### src/rtl/tdfc_pkg.sv
`timescale 1ns / 1ps
`default_nettype none
// ----------------------------------------------------------------------------
// tdfc_pkg: shared types and constants
// Mode codes, register indexes, filter limits and the control word passed
// from the filter stage to the calibration stages.
// ----------------------------------------------------------------------------
package tdfc_pkg;

	localparam int RAW_BITS    = 12;
	localparam int CFG_WIDTH   = 32;
	localparam int CFG_IDX_W   = 3;
	localparam int POS_WIDTH   = 16;
	localparam int DELTA_LIMIT = 2;
	localparam int FOCUS_LIMIT = 4;

	localparam logic [POS_WIDTH-1:0] NO_POS = 16'h7fff;

	localparam logic OP_TICK = 1'b0;
	localparam logic OP_READ = 1'b1;

	localparam logic [CFG_IDX_W-1:0] REG_CAL_A   = 3'd0;
	localparam logic [CFG_IDX_W-1:0] REG_CAL_B   = 3'd1;
	localparam logic [CFG_IDX_W-1:0] REG_CAL_C   = 3'd2;
	localparam logic [CFG_IDX_W-1:0] REG_CAL_D   = 3'd3;
	localparam logic [CFG_IDX_W-1:0] REG_CAL_E   = 3'd4;
	localparam logic [CFG_IDX_W-1:0] REG_CAL_F   = 3'd5;
	localparam logic [CFG_IDX_W-1:0] REG_PRESENT = 3'd6;

	localparam logic [CFG_WIDTH-1:0] CAL_ONE = 32'h0001_0000;

	typedef enum logic [1:0] {
		MODE_NONE      = 2'd0,
		MODE_WAIT      = 2'd1,
		MODE_VALID     = 2'd2,
		MODE_PROCESSED = 2'd3
	} mode_t;

	typedef struct packed {
		logic                load;
		logic                clear;
		logic                fresh;
		mode_t               mode;
		logic [RAW_BITS-1:0] cal_x;
		logic [RAW_BITS-1:0] cal_y;
	} tdfc_ctrl_t;

endpackage
`default_nettype wire

### src/rtl/tdfc_filter.sv
`timescale 1ns / 1ps
`default_nettype none
// ----------------------------------------------------------------------------
// tdfc_filter: mode machine with delta and focus filtering
// Holds the mode, the two-sample history and the focus point, and decides
// for one word what the calibration stages and the output must do.
// ----------------------------------------------------------------------------
module tdfc_filter
	import tdfc_pkg::*;
(
	input  wire logic                clk,
	input  wire logic                arst_n,
	input  wire logic                take,
	input  wire logic                op,
	input  wire logic                pen,
	input  wire logic [RAW_BITS-1:0] sx,
	input  wire logic [RAW_BITS-1:0] sy,
	input  wire logic                present,
	output tdfc_ctrl_t               ctrl
);

	localparam int PW = RAW_BITS + 3;
	localparam logic signed [PW-1:0] DLIM = PW'(DELTA_LIMIT);
	localparam logic signed [PW-1:0] FLIM = PW'(FOCUS_LIMIT);

	mode_t               mode_q, mode_d;
	logic [RAW_BITS-1:0] hist1_x_q, hist1_y_q, hist2_x_q, hist2_y_q;
	logic [RAW_BITS-1:0] focus_x_q, focus_y_q;
	logic [RAW_BITS-1:0] hist1_x_d, hist1_y_d, hist2_x_d, hist2_y_d;
	logic [RAW_BITS-1:0] focus_x_d, focus_y_d;

	logic signed [PW-1:0] pred_x, pred_y, dlt_x, dlt_y, foc_x, foc_y;
	logic                 run, pass, focus_hit, load;

	// Linear prediction from the two previous samples, per axis.
	assign pred_x = (signed'(PW'(hist1_x_q)) <<< 1) - signed'(PW'(hist2_x_q));
	assign pred_y = (signed'(PW'(hist1_y_q)) <<< 1) - signed'(PW'(hist2_y_q));
	assign dlt_x  = pred_x - signed'(PW'(sx));
	assign dlt_y  = pred_y - signed'(PW'(sy));
	assign foc_x  = signed'(PW'(focus_x_q)) - signed'(PW'(sx));
	assign foc_y  = signed'(PW'(focus_y_q)) - signed'(PW'(sy));

	assign pass = (dlt_x <= DLIM) && (dlt_x >= -DLIM) && (dlt_y <= DLIM) && (dlt_y >= -DLIM);
	assign focus_hit = (foc_x <= FLIM) && (foc_x >= -FLIM) &&
		(foc_y <= FLIM) && (foc_y >= -FLIM);

	// A read always runs the sample step; a tick only with the panel present,
	// the pen down and the previous press not yet finished.
	assign run  = (op == OP_READ) || (present && pen && (mode_q != MODE_PROCESSED));
	assign load = run && (mode_q == MODE_WAIT) && pass;

	always_comb begin
		mode_d    = mode_q;
		hist1_x_d = hist1_x_q;
		hist1_y_d = hist1_y_q;
		hist2_x_d = hist2_x_q;
		hist2_y_d = hist2_y_q;
		focus_x_d = focus_x_q;
		focus_y_d = focus_y_q;
		if (run) begin
			unique case (mode_q)
				MODE_NONE: begin
					mode_d = MODE_WAIT;
				end
				MODE_WAIT: begin
					if (pass) begin
						mode_d = MODE_VALID;
						if (!focus_hit) begin
							focus_x_d = sx;
							focus_y_d = sy;
						end
					end else begin
						hist2_x_d = hist1_x_q;
						hist2_y_d = hist1_y_q;
						hist1_x_d = sx;
						hist1_y_d = sy;
					end
				end
				default: begin
				end
			endcase
		end
		if (op == OP_TICK) begin
			if (present && !pen && (mode_d == MODE_PROCESSED)) begin
				mode_d = MODE_NONE;
			end
		end else if (mode_d == MODE_VALID) begin
			mode_d = MODE_NONE;
		end
	end

	always_comb begin
		ctrl.load  = load;
		ctrl.clear = (op == OP_TICK) && present && !pen && (mode_q == MODE_PROCESSED);
		ctrl.fresh = (op == OP_READ) && (load || (mode_q == MODE_VALID));
		ctrl.mode  = mode_d;
		ctrl.cal_x = focus_hit ? focus_x_q : sx;
		ctrl.cal_y = focus_hit ? focus_y_q : sy;
	end

	always_ff @(posedge clk or negedge arst_n) begin
		if (!arst_n) begin
			mode_q    <= MODE_PROCESSED;
			hist1_x_q <= '0;
			hist1_y_q <= '0;
			hist2_x_q <= '0;
			hist2_y_q <= '0;
			focus_x_q <= '0;
			focus_y_q <= '0;
		end else if (take) begin
			mode_q    <= mode_d;
			hist1_x_q <= hist1_x_d;
			hist1_y_q <= hist1_y_d;
			hist2_x_q <= hist2_x_d;
			hist2_y_q <= hist2_y_d;
			focus_x_q <= focus_x_d;
			focus_y_q <= focus_y_d;
		end
	end

endmodule
`default_nettype wire

### src/rtl/tdfc_calib.sv
`timescale 1ns / 1ps
`default_nettype none
// ----------------------------------------------------------------------------
// tdfc_calib: one axis of the 16.16 affine calibration
// Registers the two coefficient products, then adds the offset and takes
// bits 16 to 31 of the sum as the calibrated coordinate.
// ----------------------------------------------------------------------------
module tdfc_calib
	import tdfc_pkg::*;
(
	input  wire logic                 clk,
	input  wire logic                 en,
	input  wire logic [RAW_BITS-1:0]  x,
	input  wire logic [RAW_BITS-1:0]  y,
	input  wire logic [CFG_WIDTH-1:0] coef_x,
	input  wire logic [CFG_WIDTH-1:0] coef_y,
	input  wire logic [CFG_WIDTH-1:0] offset,
	output logic      [POS_WIDTH-1:0] pos
);

	logic [CFG_WIDTH-1:0] x_ext, y_ext, prod_x_s3, prod_y_s3, sum;

	assign x_ext = CFG_WIDTH'(x);
	assign y_ext = CFG_WIDTH'(y);

	// Only the low 32 bits of the exact sum reach the result, so the
	// products are kept modulo 2^32.
	always_ff @(posedge clk) begin
		if (en) begin
			prod_x_s3 <= coef_x * x_ext;
			prod_y_s3 <= coef_y * y_ext;
		end
	end

	assign sum = prod_x_s3 + prod_y_s3 + offset;
	assign pos = sum[CFG_WIDTH-1:CFG_WIDTH-POS_WIDTH];

endmodule
`default_nettype wire

### src/rtl/touch_delta_focus_calibrate.sv
`timescale 1ns / 1ps
`default_nettype none
// ----------------------------------------------------------------------------
// touch_delta_focus_calibrate: touch-panel filter and calibration
// Input words carry an opcode (tick or read), the pen flag and a raw sample.
// Every input word yields exactly one output word with the stored calibrated
// position, the pen mode, the fresh flag and the has-data flag.
//
// Both channels use valid/ready. A word passes four registers: the input
// register, the filter decision register (mode, history and focus update
// here), the product register and the output register, in that order.
// One word is accepted per cycle while the receiver does not stall; the
// filter state is updated as each word leaves the input register.
// When the receiver stalls, each stage still takes a word while the next
// stage has room, so four words are held before in_ready drops.
//
// Reset clears the pipeline, sets the mode to processed, the history and
// focus point to zero, the position to 32767, the calibration to identity
// and panel_present to one. Configuration writes take effect at once. The
// user must make them only while the block is idle, which it does not enforce.
// ----------------------------------------------------------------------------
module touch_delta_focus_calibrate
	import tdfc_pkg::*;
(
	input  wire logic                 clk,
	input  wire logic                 arst_n,
	input  wire logic                 cfg_wr_en,
	input  wire logic [CFG_IDX_W-1:0] cfg_index,
	input  wire logic [CFG_WIDTH-1:0] cfg_wdata,
	input  wire logic                 in_valid,
	output logic                      in_ready,
	input  wire logic                 opcode,
	input  wire logic                 pen_down,
	input  wire logic [RAW_BITS-1:0]  sample_x,
	input  wire logic [RAW_BITS-1:0]  sample_y,
	output logic                      out_valid,
	input  wire logic                 out_ready,
	output logic signed [POS_WIDTH-1:0] pos_x,
	output logic signed [POS_WIDTH-1:0] pos_y,
	output logic [1:0]                pen_mode,
	output logic                      fresh_coords,
	output logic                      has_data
);

	logic [CFG_WIDTH-1:0] cal_a_q, cal_b_q, cal_c_q, cal_d_q, cal_e_q, cal_f_q;
	logic                 present_q;

	logic                v_s1, v_s2, v_s3;
	logic                rdy1, rdy2, rdy3, rdy4;
	logic                take1, take2, take3;
	logic                op_s1, pen_s1;
	logic [RAW_BITS-1:0] sx_s1, sy_s1;
	tdfc_ctrl_t          ctrl, ctrl_s2, ctrl_s3;
	logic [POS_WIDTH-1:0] cal_pos_x, cal_pos_y;
	logic [POS_WIDTH-1:0] out_x_q, out_y_q;
	mode_t               mode_s4;
	logic                fresh_s4;

	always_ff @(posedge clk or negedge arst_n) begin
		if (!arst_n) begin
			cal_a_q   <= CAL_ONE;
			cal_b_q   <= '0;
			cal_c_q   <= '0;
			cal_d_q   <= '0;
			cal_e_q   <= CAL_ONE;
			cal_f_q   <= '0;
			present_q <= 1'b1;
		end else if (cfg_wr_en) begin
			unique case (cfg_index)
				REG_CAL_A:   cal_a_q   <= cfg_wdata;
				REG_CAL_B:   cal_b_q   <= cfg_wdata;
				REG_CAL_C:   cal_c_q   <= cfg_wdata;
				REG_CAL_D:   cal_d_q   <= cfg_wdata;
				REG_CAL_E:   cal_e_q   <= cfg_wdata;
				REG_CAL_F:   cal_f_q   <= cfg_wdata;
				REG_PRESENT: present_q <= cfg_wdata[0];
				default: begin
				end
			endcase
		end
	end

	// Each stage takes a new word when it is empty or its word moves on.
	assign rdy4     = !out_valid || out_ready;
	assign rdy3     = !v_s3 || rdy4;
	assign rdy2     = !v_s2 || rdy3;
	assign rdy1     = !v_s1 || rdy2;
	assign in_ready = rdy1;
	assign take1    = v_s1 && rdy2;
	assign take2    = v_s2 && rdy3;
	assign take3    = v_s3 && rdy4;

	always_ff @(posedge clk or negedge arst_n) begin
		if (!arst_n) begin
			v_s1      <= 1'b0;
			v_s2      <= 1'b0;
			v_s3      <= 1'b0;
			out_valid <= 1'b0;
		end else begin
			if (rdy1) v_s1 <= in_valid;
			if (rdy2) v_s2 <= v_s1;
			if (rdy3) v_s3 <= v_s2;
			if (rdy4) out_valid <= v_s3;
		end
	end

	always_ff @(posedge clk) begin
		if (in_valid && rdy1) begin
			op_s1  <= opcode;
			pen_s1 <= pen_down;
			sx_s1  <= sample_x;
			sy_s1  <= sample_y;
		end
		if (take1) ctrl_s2 <= ctrl;
		if (take2) ctrl_s3 <= ctrl_s2;
	end

	tdfc_filter u_filter (
		.clk     (clk),
		.arst_n  (arst_n),
		.take    (take1),
		.op      (op_s1),
		.pen     (pen_s1),
		.sx      (sx_s1),
		.sy      (sy_s1),
		.present (present_q),
		.ctrl    (ctrl)
	);

	tdfc_calib u_calib_x (
		.clk    (clk),
		.en     (take2),
		.x      (ctrl_s2.cal_x),
		.y      (ctrl_s2.cal_y),
		.coef_x (cal_a_q),
		.coef_y (cal_b_q),
		.offset (cal_c_q),
		.pos    (cal_pos_x)
	);

	tdfc_calib u_calib_y (
		.clk    (clk),
		.en     (take2),
		.x      (ctrl_s2.cal_x),
		.y      (ctrl_s2.cal_y),
		.coef_x (cal_d_q),
		.coef_y (cal_e_q),
		.offset (cal_f_q),
		.pos    (cal_pos_y)
	);

	// The output register also holds the stored position between words.
	always_ff @(posedge clk or negedge arst_n) begin
		if (!arst_n) begin
			out_x_q  <= NO_POS;
			out_y_q  <= NO_POS;
			mode_s4  <= MODE_PROCESSED;
			fresh_s4 <= 1'b0;
		end else if (take3) begin
			if (ctrl_s3.load) begin
				out_x_q <= cal_pos_x;
				out_y_q <= cal_pos_y;
			end else if (ctrl_s3.clear) begin
				out_x_q <= NO_POS;
				out_y_q <= NO_POS;
			end
			mode_s4  <= ctrl_s3.mode;
			fresh_s4 <= ctrl_s3.fresh;
		end
	end

	assign pos_x        = signed'(out_x_q);
	assign pos_y        = signed'(out_y_q);
	assign pen_mode     = mode_s4;
	assign fresh_coords = fresh_s4;
	assign has_data     = (mode_s4 == MODE_VALID);

endmodule
`default_nettype wire

### config.mk
export PLATFORM = sky130hd
export DESIGN_NAME = touch_delta_focus_calibrate
export DESIGN_NICKNAME = d
export VERILOG_FILES = /design/src/rtl/tdfc_pkg.sv /design/src/rtl/tdfc_filter.sv /design/src/rtl/tdfc_calib.sv /design/src/rtl/touch_delta_focus_calibrate.sv
export SDC_FILE = /design/constraint.sdc
export NUM_CORES = 2
export LEC_CHECK = 0
export BUFFER_PORTS_ARGS = -buffer_cell sky130_fd_sc_hd__buf_4
export CAP_MARGIN = 20
export CORE_MARGIN = 2
export CORE_UTILIZATION = 40
export CTS_BUF_LIST = sky130_fd_sc_hd__clkbuf_8
export CTS_CLUSTER_DIAMETER = 100
export DETAILED_ROUTE_END_ITERATION = 6
export GPL_ROUTABILITY_DRIVEN = 0
export PLACE_DENSITY_LB_ADDON = 0.08
export SLEW_MARGIN = 20
export SYNTH_ARGS = -nofsm -noshare
export SYNTH_HDL_FRONTEND = slang
export SYNTH_SLANG_ARGS = --single-unit
### constraint.sdc
create_clock -name clk -period 8.75 [get_ports clk]
set_input_delay 1.3125 -clock clk [delete_from_list [all_inputs] [get_ports clk]]
set_output_delay 1.3125 -clock clk [all_outputs]
set_load 0.02 [all_outputs]
# Word-level counts from Yosys, hierarchy flattened
# Cells that the tools add are included.
dict set report classes {
  addsub 10
  multipliers 4
  magnitude_cmp 8
  n_eq_ne 13
  mux 11
  bitwise 2
  reduce_logical 44
}
# operator n
set ops {}
lappend ops {{32-bit adder} 4}
lappend ops {{32-bit by 12-bit multiplier with 32-bit output} 4}
lappend ops {{16-bit 2-to-1 mux} 3}
lappend ops {{15-bit by 2-bit >= comparator with 1-bit output (second input constant)} 2}
lappend ops {{15-bit by 3-bit >= comparator with 1-bit output (second input constant)} 2}
lappend ops {{15-bit by 3-bit <= comparator with 1-bit output (second input constant)} 2}
lappend ops {{15-bit by 4-bit <= comparator with 1-bit output (second input constant)} 2}
lappend ops {{15-bit by 13-bit subtractor with 15-bit output} 2}
lappend ops {{13-bit by 12-bit subtractor with 14-bit output} 2}
lappend ops {{12-bit by 12-bit subtractor with 13-bit output} 2}
lappend ops {{12-bit 2-to-1 mux} 2}
lappend ops {{1-bit logical AND} 20}
lappend ops {{2-bit AND reduction} 8}
lappend ops {{2-bit == test (second input constant)} 5}
lappend ops {{2-bit 2-to-1 mux} 5}
lappend ops {{3-bit == test (second input constant)} 3}
lappend ops {{4-bit AND reduction} 2}
lappend ops {{3-bit by 2-bit == test with 1-bit output (second input constant)} 2}
lappend ops {{1-bit logical OR} 6}
lappend ops {{1-bit zero test} 5}
lappend ops {{2-bit one-hot mux with 2 select lines} 1}
lappend ops {{3-bit by 1-bit == test with 1-bit output (second input constant)} 1}
lappend ops {{3-bit zero test} 1}
lappend ops {{2-bit by 1-bit == test with 1-bit output (second input constant)} 1}
lappend ops {{other kinds (4)} 5}
dict set report word_totals {
  ff_bits 494
  in_bits 66
  out_inout_bits 38
}

# Longest topological paths before layout
dict set report depth {
  ltp_word 13
  ltp_mapped 25
  mapped_depth_nobuf 23
}

# Modules after synthesis
# Synthesis repeated with hierarchy kept, for this count alone.
dict set report hier_totals {
  hier_cells 6431
  hier_area_um2 62318.5
}
# module instances cells_each area_each_um2 seq_area_each_um2
set by_module_without_submodules {}
lappend by_module_without_submodules {{tdfc_calib (u_calib_x)} 1 2459 22021.1 1921.8}
lappend by_module_without_submodules {{tdfc_calib (u_calib_y)} 1 2425 21809.7 1921.8}
lappend by_module_without_submodules {touch_delta_focus_calibrate 1 577 10510.1 7651.1}
lappend by_module_without_submodules {tdfc_filter 1 970 7977.7 1854.3}

# Worst setup path after synthesis
# OpenSTA, ideal clock, no wires.
dict set report synth_timing {
  kind {flip-flop to flip-flop}
  start {register ctrl_s2[15] (netlist name)}
  end {register u_calib_x.prod_x_s3[25] (data pin)}
  setup_ns 0.258
  arrival_time_ns 6.228
  t_required_ns 8.492
  slack_ns 2.264
  path_stages_with_launch 24
  path_buffers 2
  cell_sequence {edfxtp_1 > clkbuf_1 > clkbuf_1 > nand2_1 > fa_1 > fa_1 > inv_1 > fa_1 > inv_1 > fa_1 > inv_1 > fa_1 > ha_1 > a21oi_1 > nand3b_1 > o32ai_2 > o21ai_0 > a2111oi_0 > nor2_1 > a21o_1 > or4_1 > a31o_2 > a21oi_1 > xnor2_1}
}
dict set report synth_between {
  elab_chain_cells 1
}
# element line_no
set synth_lines {}
lappend synth_lines {{start: declaration} touch_delta_focus_calibrate.sv:53} ;# tdfc_ctrl_t ctrl, ctrl_s2, ctrl_s3;
lappend synth_lines {{start signal: assignment} touch_delta_focus_calibrate.sv:114} ;# if (take1) ctrl_s2 <= ctrl;
lappend synth_lines {{32-bit by 12-bit multiplier with 32-bit output} tdfc_calib.sv:30} ;# prod_x_s3 <= coef_x * x_ext;
lappend synth_lines {{end signal: assignment} tdfc_calib.sv:30}
lappend synth_lines {{end: declaration} tdfc_calib.sv:21} ;# logic [CFG_WIDTH-1:0] x_ext, y_ext, prod_x_s3, prod_y_s3, sum;
# Every way passes these cells.
# A chain may end at the register's enable or synchronous reset.

# Worst setup path after layout
dict set report layout_timing {
  start {register ctrl_s2[18] (netlist name)}
  end {register u_calib_x.prod_x_s3[25] (data pin)}
}
# Same word-level chain as after synthesis.

==> summary.txt <==
Timing
  – Maximum clock rate: about 140 MHz
  – Final setup TNS: 0 ns
  – Clock Skew: 0.0654 ns
  – Setup violators final: 0
  – Final slew viol count: 0
  – RSZ-0062 raised after global routing: false
  – Max_slew headroom: 0.305
  – Period utilisation layout: 0.822
  – Slew of the pin with the lowest slew margin: 1.04 ns
  – Fin. Hold Viols: 0
  – Tmin final: approximately 7.2 ns

Routing
  – ANT nets after route: 0
  – Avg WL per Cell: ~21 um
  – 1st-pass router iterations: 5
  – Via count: just over 40000
  – # DRC: 0
  – Via/cell ratio: around 5.1
  – Routed wire length: roughly 170000 um
  – First-iteration detailed-routing DRC count: roughly 2000

Global route
  – Pin count of the biggest net entering global routing: 130
  – Remaining global-route overflow: 0
  – Initial antenna violation count: 26
  – Gr usage total: 0.232
  – Global-route wire length before repair: ~270000 um
  – Vias in the first global route: around 45000

Synth
  – Sequential share of the synthesized area: 0.223
  – Synthesized area: about 0.060 mm2
  – Post-synth top area share: 0.341
  – Predominant post-synthesis flop cell: dfrtp_1
  – Post-synth top area cell: fa_1
  – Count of cell types in the netlist: 87
  – Syn Area/Cell: 10.1 um2
  – Asr flop ratio synth: 0.619
  – Synth Register Bits: approximately 490
  – Largest cells by area after synthesis: fa_1 34%, dfrtp_1 11%, edfxtp_1 9.4%
  – Post-synth EDFFs: around 190
  – Post-Syn Nets: 7332
  – Yosys Warn Count: 0
  – Mapped Cells: between 5000 and 6000

Critical path
  – Worst-path fanout max: 19
  – Crit Path Category: reg2reg
  – Crit end category: flip-flop
  – R2R cell count: 22
  – R2r endpoint: u_calib_x.prod_x_s3[25]
  – Worst setup SP type: flip-flop
  – Worst reg-to-reg setup slack: 1.56 ns
  – Arrival time at the worst endpoint: 7.75 ns
  – Worst flop-to-flop path startpoint: ctrl_s2[18]
  – Worst EP required: approximately 9.3 ns

Floorplanning
  – Die area: about 0.15 mm2
  – Initial Util: 0.401
  – Floorplan core area: between 0.1 and 0.15 mm2
  – Die W: just under 400 um
  – Die Ht: 391 um
  – Row count: approximately 140
  – I/O pin total: ~100

Layout
  – FILL cells: 14500
  – Most common cell after layout, fill and taps aside: fa_1
  – Most frequent cells in the layout: 1022 x fa_1, 999 x inv_1, 997 x nand2_1
  – Fraction of layout cells with a size suffix above 1: 0.108
  – Register Area: roughly 0.013 mm2
  – Area used by multi-input combinational logic: ~0.042 mm2
  – Layout overhead on the synthesized area: 8.10%
  – Final net count: between 7000 and 8000

Clock tree
  – Worst-Skew Late Latency: around 0.86 ns
  – CTS sink count: approximately 490
  – Reg clk slew, reported paths: around 0.07 ns
  – CTS Buf Count: slightly below 100
  – H-tree Lvls: 3
  – Max clock buf depth: 3
  – CTS tree: yes
  – Setup bufs post-CTS: 0
  – # resized after CTS: 0
  – Hold-fix buffers, CTS: 0
  – CTS Root Cell: clkbuf_8

Placement
  – PortBufs: between 100 and 150
  – DP Wirelength: approximately 130000 um

Job
  – Maxcap violations: 0

Worst hold path
  – Worst min path class: in2async

Status
  – Status: finished clean
[critical path, cell delays in order, from the launching register on]
cell and delay, ns:
edfxtp_1 0.78, buf_4 0.33, nand2_1 0.10, fa_1 0.53, fa_1 0.54, inv_1 0.05, fa_1 0.48, inv_1 0.05
fa_1 0.47, inv_1 0.05, fa_1 0.43, ha_1 0.33, a21oi_1 0.30, nand3b_1 0.14, o32ai_2 0.31, o21ai_0 0.17
a2111oi_0 0.60, nor2_1 0.14, a21o_1 0.19, or4_1 0.43, a31o_2 0.25, a21oi_1 0.17, xnor2_1 0.08
[through the flow]
stage / setup slack (ns) / hold WS (ns) / utilization / instances / area, um2
final: 1.56 / 0.372 / 0.434 / 7939 / 64800
after global routing: 1.11 / 0.343 / 0.434 / 7931 / 64800
after detailed placement: 1.65 / 0.411 / 0.419 / 7739 / 62500
after CTS: 1.60 / 0.299 / 0.434 / 7926 / 64700
after floorplan: 2.26 / 0.400 / - / 5918 / 59900
after global placement: 1.68 / 0.402 / 0.419 / 7739 / 62500
[worst max path at each step]
stage / from / slack [ns] / cells after the start / endpoint
5_1_grt: ctrl_s2[18] / 1.11 / 22 / u_calib_x.prod_x_s3[25]
3_5_place_dp: ctrl_s2[3] / 1.65 / 22 / u_calib_y.prod_y_s3[29]
3_3_place_gp: ctrl_s2[18] / 1.68 / 22 / u_calib_x.prod_x_s3[25]
6_report: ctrl_s2[18] / 1.56 / 22 / u_calib_x.prod_x_s3[25]
4_1_cts: ctrl_s2[18] / 1.60 / 22 / u_calib_x.prod_x_s3[25]
2_1_floorplan: ctrl_s2[15] / 2.26 / 23 / u_calib_x.prod_x_s3[25]
[area by class of cell]
class,instances,share of cell area
well taps,1944,0.0376
multi-input cells,4183,0.647
repair buffers,162,0.0199
flip-flops and latches,494,0.206
inverters,956,0.0554
clock inverters,75,0.0103
clock buffers,112,0.0238
diodes,13,0.000502
[registers in the layout (all words and copies together) (netlist names), 16 cells and up]
signal               flops
cal_a_q                 32
cal_b_q                 32
cal_c_q                 32
cal_d_q                 32
cal_e_q                 32
cal_f_q                 32
ctrl_s2                 29
pos_x                   16
pos_y                   16
u_calib_x.prod_x_s3     32
u_calib_x.prod_y_s3     32
u_calib_y.prod_x_s3     32
u_calib_y.prod_y_s3     32
[synthesized netlist by cell type (all sizes together) (63+ instances only)]
library cell / number
fa: 1022
nand2: 998
inv: 956
and2: 370
ha: 326
mux2: 285
clkbuf: 270
dfrtp: 269
xnor2: 191
edfxtp: 188
nor2: 154
a21oi: 140
o21ai: 99
xor2: 63
[cell families (layout without fill, tap and decap cells)]
kind of cell    Yosys count  after routing  synth area share
compound gates          530            530            0.0597
mux                     290            290            0.0555
xor+xnor                254            254            0.0371
fa+ha+maj              1348           1348             0.410
flops                   494            494             0.223
simple gates           1761           1761             0.136
buf+inv                1241           1305            0.0790
other cells               0             13                 0
[layer usage]
| layer | wire length [um] | GRT usage | up-vias |
|---|---|---|---|
| li1 | - | - | 18500 |
| met1 | 72100 | 0.302 | 21200 |
| met2 | 85000 | 0.401 | 859 |
| met3 | 8740 | 0.0302 | 191 |
| met4 | 4450 | 0.0697 | 6 |
| met5 | 38 | 0 | - |
Power is left out: the tool's default activity adds up to more than one toggle a clock period on the data nets, which glitch-free logic cannot reach.
